--- config.mk ---
export PLATFORM = sky130hd
export DESIGN_NAME = utf8_to_ucs2_decoder
export DESIGN_NICKNAME = d
export VERILOG_FILES = /design/src/hdl/u8dec_pkg.sv /design/src/hdl/u8dec_core.sv /design/src/hdl/u8dec_res_fifo.sv /design/src/hdl/utf8_to_ucs2_decoder.sv
export SDC_FILE = /design/constraint.sdc
export NUM_CORES = 1
export LEC_CHECK = 0
export BUFFER_PORTS_ARGS = -buffer_cell sky130_fd_sc_hd__clkbuf_2
export CORE_ASPECT_RATIO = 1.5
export CORE_MARGIN = 1.5
export CORE_UTILIZATION = 51
export DETAILED_ROUTE_END_ITERATION = 10
export MAX_ROUTING_LAYER = met4
export PLACE_DENSITY_LB_ADDON = 0.3
export RECOVER_POWER = 25
export SYNTH_ARGS = -nofsm -noshare
export SYNTH_HDL_FRONTEND = slang
export SYNTH_SLANG_ARGS = --single-unit
export TNS_END_PERCENT = 10
--- constraint.sdc ---
create_clock -name clk -period 4.7 [get_ports clk]
set_clock_uncertainty 0.1 [all_clocks]
set_input_delay 0.47 -clock clk [delete_from_list [all_inputs] [get_ports clk]]
set_output_delay 0.47 -clock clk [all_outputs]
set_load 0.02 [all_outputs]
--- src/hdl/u8dec_pkg.sv ---
// u8dec_pkg: shared types and constants for the UTF-8 to UCS-2 decoder.
// Holds the request and result payload structs, the decode push bundle
// and the fixed constants. No dependencies.
package u8dec_pkg;

  localparam int unsigned ResDepth = 4;
  localparam int unsigned ResPtrW  = 2;
  localparam int unsigned ResCntW  = 3;

  localparam logic [7:0]  LimitReset = 8'd128;
  localparam logic [15:0] SpaceUnit  = 16'h0020;
  localparam logic [8:0]  TakenMax   = 9'd511;

  localparam logic [2:0] RegByteLimit = 3'd0;

  typedef struct packed {
    logic [7:0] in_byte;
    logic       string_start;
  } in_item_t;

  typedef struct packed {
    logic [15:0] code_unit;
    logic        is_terminator;
    logic        last;
  } out_item_t;

  typedef struct packed {
    logic [1:0] cnt;
    out_item_t  first;
    out_item_t  second;
  } dec_push_t;

endpackage

--- src/hdl/u8dec_core.sv ---
// u8dec_core: string state and single-pass decode of one held request.
// Produces up to two results per byte as a push bundle for the result queue.
// Depends on u8dec_pkg.
module u8dec_core (
  input  logic                 clk,
  input  logic                 rst_n,
  input  logic                 fire,
  input  u8dec_pkg::in_item_t  item,
  input  logic [7:0]           byte_limit,
  output u8dec_pkg::dec_push_t push
);

  logic [8:0]  bytes_taken_r, bytes_taken_nxt;
  logic [1:0]  bytes_pending_r, bytes_pending_nxt;
  logic [15:0] partial_code_r, partial_code_nxt;
  logic        stopped_r, stopped_nxt;

  always_comb begin
    logic [8:0]  taken;
    logic [1:0]  pend;
    logic [15:0] part;
    logic        stop;
    logic [15:0] unit;
    logic [7:0]  b;

    b    = item.in_byte;
    taken = bytes_taken_r;
    pend  = bytes_pending_r;
    part  = partial_code_r;
    stop  = stopped_r;
    unit  = '0;
    push  = '0;

    if (item.string_start) begin
      taken = '0;
      pend  = '0;
      part  = '0;
      stop  = 1'b0;
    end

    if (!stop) begin
      if (pend == 2'd0 && b == 8'd0) begin
        stop = 1'b1;
        push.cnt = 2'd1;
        push.first = '{code_unit: 16'd0, is_terminator: 1'b1, last: 1'b1};
      end else begin
        if (taken != u8dec_pkg::TakenMax) begin
          taken = taken + 9'd1;
        end
        if (pend == 2'd0) begin
          priority casez (b)
            8'b0???????: part = {8'd0, b};
            8'b110?????: begin
              part = {11'd0, b[4:0]};
              pend = 2'd1;
            end
            8'b1110????: begin
              part = {12'd0, b[3:0]};
              pend = 2'd2;
            end
            8'b11110???: begin
              part = {13'd0, b[2:0]};
              pend = 2'd3;
            end
            default: part = {8'd0, b};
          endcase
        end else begin
          part = {part[9:0], b[5:0]};
          pend = pend - 2'd1;
        end
        if (pend == 2'd0) begin
          unit = (part < u8dec_pkg::SpaceUnit) ? u8dec_pkg::SpaceUnit : part;
          part = '0;
          if (taken >= {1'b0, byte_limit}) begin
            stop = 1'b1;
            push.cnt = 2'd2;
            push.first  = '{code_unit: unit, is_terminator: 1'b0, last: 1'b0};
            push.second = '{code_unit: 16'd0, is_terminator: 1'b1, last: 1'b1};
          end else begin
            push.cnt = 2'd1;
            push.first = '{code_unit: unit, is_terminator: 1'b0, last: 1'b1};
          end
        end
      end
    end

    if (!fire) begin
      push.cnt = 2'd0;
    end
    bytes_taken_nxt   = fire ? taken : bytes_taken_r;
    bytes_pending_nxt = fire ? pend  : bytes_pending_r;
    partial_code_nxt  = fire ? part  : partial_code_r;
    stopped_nxt       = fire ? stop  : stopped_r;
  end

  always_ff @(posedge clk) begin
    if (!rst_n) begin
      bytes_taken_r   <= '0;
      bytes_pending_r <= '0;
      partial_code_r  <= '0;
      stopped_r       <= 1'b0;
    end else begin
      bytes_taken_r   <= bytes_taken_nxt;
      bytes_pending_r <= bytes_pending_nxt;
      partial_code_r  <= partial_code_nxt;
      stopped_r       <= stopped_nxt;
    end
  end

endmodule

--- src/hdl/u8dec_res_fifo.sv ---
// u8dec_res_fifo: small result queue taking up to two results per cycle
// and handing one per cycle to the result channel while out_stall is low.
// Depends on u8dec_pkg.
module u8dec_res_fifo (
  input  logic                  clk,
  input  logic                  rst_n,
  input  u8dec_pkg::dec_push_t  push,
  output logic                  room,
  output logic                  out_valid,
  input  logic                  out_stall,
  output u8dec_pkg::out_item_t  out_data
);

  u8dec_pkg::out_item_t               mem_r [u8dec_pkg::ResDepth];
  logic [u8dec_pkg::ResPtrW-1:0] wr_ptr_r, wr_ptr_nxt;
  logic [u8dec_pkg::ResPtrW-1:0] rd_ptr_r, rd_ptr_nxt;
  logic [u8dec_pkg::ResCntW-1:0] count_r, count_nxt;
  logic                          pop;
  logic [u8dec_pkg::ResPtrW-1:0] wr_ptr_inc;

  assign room       = count_r <= u8dec_pkg::ResCntW'(u8dec_pkg::ResDepth - 2);
  assign out_valid  = count_r != '0;
  assign out_data   = mem_r[rd_ptr_r];
  assign pop        = out_valid && !out_stall;
  assign wr_ptr_inc = wr_ptr_r + u8dec_pkg::ResPtrW'(1);

  always_comb begin
    wr_ptr_nxt = wr_ptr_r + u8dec_pkg::ResPtrW'(push.cnt);
    rd_ptr_nxt = rd_ptr_r + u8dec_pkg::ResPtrW'(pop);
    count_nxt  = count_r + u8dec_pkg::ResCntW'(push.cnt) - u8dec_pkg::ResCntW'(pop);
  end

  always_ff @(posedge clk) begin
    if (push.cnt != 2'd0) begin
      mem_r[wr_ptr_r] <= push.first;
    end
    if (push.cnt == 2'd2) begin
      mem_r[wr_ptr_inc] <= push.second;
    end
  end

  always_ff @(posedge clk) begin
    if (!rst_n) begin
      wr_ptr_r <= '0;
      rd_ptr_r <= '0;
      count_r  <= '0;
    end else begin
      wr_ptr_r <= wr_ptr_nxt;
      rd_ptr_r <= rd_ptr_nxt;
      count_r  <= count_nxt;
    end
  end

endmodule

--- src/hdl/utf8_to_ucs2_decoder.sv ---
// utf8_to_ucs2_decoder: top level with request register, byte_limit
// register on an APB-style port, decode core and result queue.
// Depends on u8dec_pkg, u8dec_core and u8dec_res_fifo.
//
// Usage: feed one UTF-8 byte per request on in_data (in_valid / in_stall),
// with string_start set on the first byte of a string. Results leave on
// out_data (out_valid / out_stall): one 16-bit code unit per completed
// character, a terminator after a zero byte or when byte_limit is reached.
// Lead bytes and all but the last continuation byte give no result; a byte may give up to two.
// An accepted request waits in the request register and is decoded once the queue has
// room; its results are registered in the queue before they are offered on out_data.
// Throughput: one request per cycle while in_stall is low; the result channel moves
// one result per cycle while out_stall is low, so bytes that give two results fill the
// four-entry result queue and the block raises in_stall while fewer than two entries are free.
// Reset (rst_n low, synchronous) empties the queue, clears the string state as
// if a string had just begun and sets byte_limit to 128.
// While the receiver holds out_stall the head result stays put; requests keep
// entering until the queue runs short of room.
// Write byte_limit at address 0 only while the block is idle.
module utf8_to_ucs2_decoder (
  input  logic                 clk,
  input  logic                 rst_n,
  input  logic                 in_valid,
  output logic                 in_stall,
  input  u8dec_pkg::in_item_t  in_data,
  output logic                 out_valid,
  input  logic                 out_stall,
  output u8dec_pkg::out_item_t out_data,
  input  logic                 psel,
  input  logic                 penable,
  input  logic                 pwrite,
  input  logic [2:0]           paddr,
  input  logic [31:0]          pwdata,
  output logic [31:0]          prdata,
  output logic                 pready
);

  logic                 hold_valid_r, hold_valid_nxt;
  u8dec_pkg::in_item_t  hold_r;
  logic [7:0]           byte_limit_r, byte_limit_nxt;
  logic                 room;
  logic                 fire;
  logic                 in_take;
  logic                 cfg_wr;
  u8dec_pkg::dec_push_t push;

  assign pready   = 1'b1;
  assign cfg_wr   = psel && penable && pwrite && pready;
  assign prdata   = (paddr == u8dec_pkg::RegByteLimit) ? {24'd0, byte_limit_r} : 32'd0;

  assign fire     = hold_valid_r && room;
  assign in_stall = hold_valid_r && !room;
  assign in_take  = in_valid && !in_stall;

  always_comb begin
    hold_valid_nxt = in_take || (hold_valid_r && !fire);
    byte_limit_nxt = byte_limit_r;
    if (cfg_wr && paddr[2] == u8dec_pkg::RegByteLimit[2]) begin
      byte_limit_nxt = pwdata[7:0];
    end
  end

  always_ff @(posedge clk) begin
    if (!rst_n) begin
      hold_valid_r <= 1'b0;
      byte_limit_r <= u8dec_pkg::LimitReset;
    end else begin
      hold_valid_r <= hold_valid_nxt;
      byte_limit_r <= byte_limit_nxt;
    end
  end

  always_ff @(posedge clk) begin
    if (in_take) begin
      hold_r <= in_data;
    end
  end

  u8dec_core u_core (
    .clk        (clk),
    .rst_n      (rst_n),
    .fire       (fire),
    .item       (hold_r),
    .byte_limit (byte_limit_r),
    .push       (push)
  );

  u8dec_res_fifo u_fifo (
    .clk       (clk),
    .rst_n     (rst_n),
    .push      (push),
    .room      (room),
    .out_valid (out_valid),
    .out_stall (out_stall),
    .out_data  (out_data)
  );

  a_stall_needs_hold: assert property (@(posedge clk) disable iff (!rst_n)
    in_stall |-> hold_valid_r)
    else $error("input stalled with empty request register");

  a_term_is_last_zero: assert property (@(posedge clk) disable iff (!rst_n)
    (out_valid && out_data.is_terminator) |->
      (out_data.last && out_data.code_unit == 16'd0))
    else $error("terminator result not last or not zero");

  a_push_only_on_fire: assert property (@(posedge clk) disable iff (!rst_n)
    (push.cnt != 2'd0) |-> fire)
    else $error("result pushed without a decoded request");

  a_unit_not_control: assert property (@(posedge clk) disable iff (!rst_n)
    (out_valid && !out_data.is_terminator) |->
      (out_data.code_unit >= u8dec_pkg::SpaceUnit))
    else $error("code unit below space escaped");

endmodule
==> out/qor.txt <==
DRC Markers - 0
Layout cell share with drive strength beyond 1 - 16.2%
Run status - complete, no violations
Routed wl met3 - 855 microns
Placed Instance Area - 6270 sq um
Worst-path clk slew - 50 ps
Largest net degree at the start of global routing - 39
Top Ports - 104
Most frequent cells in the layout - nand2_1 (135), dfxtp_1 (102), a21oi_1 (55), clkbuf_2 (50), nor2_1 (48)
CTS tree - done
Post-layout min period - 4370 ps
Peak supply drop - 0.000245 V
Cells after synthesis - 676
DR WL met2 - 8130 microns
Avg Vias per Cell - 5.89
Worst Path Arrival - 4570 ps
Inserted Clock Buffers - 17
Area Growth Syn to Fin - 14.0%
Top cells by area, synth - dfxtp_1 (34%), edfxtp_1 (8.4%), nand2_1 (8.4%)
Post-synth EDFFs - 17
Grt total ovfl - 0
Wire length on met1 - 5770 microns
Detailed-route via count - 5175
Critical path launch point type - flop
Final Hold Fails - 0
Setup slack, reg-to-reg - 330 ps
Setup bufs post-CTS - 0
Global-route wire length before repair - 24100 microns
Post-Synthesis Cell Area - 6050 sq um
Netlist cell types - 63
Worst r2r path cells - 17
Die ar. - 12500 sq um
Fin area - 6900 sq um
Hold Startpoint - in_data[5]
# setup viols final - 0
Hold WC Path Type - primary input to flop
Crit path kind - flop to flop
Diode count - 0
Die Span X - 92.0 microns
Avg WL per Cell - 17.5 microns
Lkg Pwr - 2.72 nW
Clk sinks - 119
Tcrit/Tclk final - 93.0%
Worst stage delay on the critical path - 440 ps
Syn avg cell area - 8.95 sq um
FFs w/ async S/R, synth - 0%
Max Fclk - 0.229 GHz
Synth Warn # - 0
Commonest non-fill, non-tap cell in the layout - nand2_1
Starting Density - 52.5%
Worst min-delay path endpoint - hold_r[5]$_DFFE_PP_
Worst-path maximum fanout - 6
Core Footprint - 11500 sq um
Slew @ Worst Pin - 1440 ps
Most common flop cell mapped by yosys - dfxtp_1
Post-synthesis sequential area ratio - 42.2%
Top Layer Used - met4
Max Slew Vio Count - 0
Setup tns final - 0 ps
Hold depth - 1
Row count - 48
Pwr Total - 3.31 mW
Core Util, Final - 59.8%
Synthesis-stage register bit count - 119
Reg-to-Reg Start - u_core.bytes_taken_r[0]$_SDFFE_PN0P_
Dpl hpwl - 10600 microns
Number of global-route vias before repair - 4930
Root buffer cell - clkbuf_16
Crit path cell chain - nor2b_1 -> ha_1 -> and3_1 -> and4_1 -> nor3_2 -> nand2_1 -> xnor2_1 -> ha_1 -> nand3_1 -> o31a_1 -> a21oi_1 -> nand2_1 -> ha_1 -> fa_1 -> xor2_1 -> xnor2_1 -> and2_1
WL final - 15300 microns
Post-route ant nets - 0
Clock Latency Late Sink - 410 ps
Die H - 136 microns
Nets@finish - 781
GP Congestion - 1.01
Leading area contributor after synthesis - dfxtp_1
Max Root-Sink Buffers - 2
Yosys top cell area share - 33.7%
H-tree levels - 4
Worst path most repeated cell - ha_1
CP max stage cell - fa_1
Starting DRT DRC Count - 365
Max Cap Viol - 0
Buffers on Ports - 54
CP required - 4900 ps
Total global-route track usage - 25.8%
Initial antenna violation count - 0
DRT Pass-1 Iters - 5
Cell Pwr Density - 480 nW/um^2
Critical Path Sink Type - flop
Max_slew headroom - 4.06%
FF-to-FF End - u_fifo.count_r[2]$_SDFF_PN0_
[how the worst max path moves through the flow]
| stage | from | endpoint | slack [ps] |
|---|---|---|---|
| 3_5_place_dp | hold_r[0]$_DFFE_PP_ | u_fifo.count_r[2]$_SDFF_PN0_ | 250 |
| 3_3_place_gp | hold_r[0]$_DFFE_PP_ | u_fifo.count_r[2]$_SDFF_PN0_ | 330 |
| 4_1_cts | hold_r[0]$_DFFE_PP_ | u_fifo.count_r[2]$_SDFF_PN0_ | 230 |
| 5_1_grt | hold_r[0]$_DFFE_PP_ | u_fifo.count_r[2]$_SDFF_PN0_ | -0.8 |
| 2_1_floorplan | hold_r[0]$_DFFE_PP_ | u_fifo.count_r[2]$_SDFF_PN0_ | 130 |
| 6_report | u_core.bytes_taken_r[0]$_SDFFE_PN0P_ | u_fifo.count_r[2]$_SDFF_PN0_ | 330 |
[routing by layer]
metal	global-route usage, %	vias to the layer above
met5	-	-
met3	5.93	63
li1	-	2413
met4	16.2	0
met2	44.7	257
met1	26.1	2442
[metrics by stage]
step / instances / setup WS [ps] / hold slack (ps)
4_1_cts: 878 / 228 / 116
6_report: 878 / 329 / 128
3_3_place_gp: 846 / 329 / 334
5_1_grt: 878 / -0.816 / 111
2_1_floorplan: 699 / 128 / 326
3_5_place_dp: 846 / 245 / 343
[registers in the layout, summed over array words and instances, names as in the netlist]
register	flops
hold_valid_r	1
u_fifo.mem_r	72
u_core.stopped_r	1
hold_r	9
u_fifo.wr_ptr_r	2
u_fifo.count_r	3
byte_limit_r	8
u_core.partial_code_r	10
u_core.bytes_pending_r	2
u_core.bytes_taken_r	9
u_fifo.rd_ptr_r	2
[cell type report]
cell class / count / area (sq um)
Clock inverter: 12 / 170
Sequential cell: 119 / 2550
Tap cell: 150 / 188
Timing Repair Buffer: 61 / 318
Clock buffer: 20 / 468
Fill cell: 1026 / 4630
Multi-Input combinational cell: 501 / 3150
Inverter: 15 / 56.3
[synthesized netlist by cell type (15+ instances only)]
| master | n |
|---|---|
| buf_4 | 25 |
| and2_1 | 24 |
| edfxtp_1 | 17 |
| nor2b_1 | 22 |
| inv_1 | 15 |
| mux4_2 | 18 |
| nor2_1 | 48 |
| a21oi_1 | 54 |
| nand2_1 | 135 |
| dfxtp_1 | 102 |
| clkbuf_1 | 24 |
| nand3_1 | 18 |
| a32oi_1 | 23 |
[power by group]
part / internal [mW] / switching (mW)
clock network: 0.930 / 0.468
logic: 0.277 / 0.408
registers: 1.14 / 0.0862
[timing repair]
| item | CTS | global route |
|---|---|---|
| hold buffers | 0 | 0 |
| resized for setup | 0 | 1 |
| endpoints found under the setup margin | 0 | 1 |
[worst max-delay path: cells and delay by family, from the launching register on]
| kind | cells | cell delay (ps) |
|---|---|---|
| AND/OR/NAND/NOR | 8 | 1420 |
| adder cells (fa/ha/maj) | 4 | 1290 |
| AO/OA/AOI/OAI | 2 | 670 |
| XOR/XNOR | 3 | 420 |
| flip-flops | 1 | 350 |
[cells by family after synthesis]
family          after synthesis  share of synthesized area (%)
mux                          19                           6.88
flops                       119                           42.2
fa+ha+maj                    15                           3.22
buf+inv                      79                           7.36
compound gates              139                           15.4
other cells                   2                          0.124
simple gates                290                           22.9
xor+xnor                     13                           1.88
(Power assumes the default switching activity.)
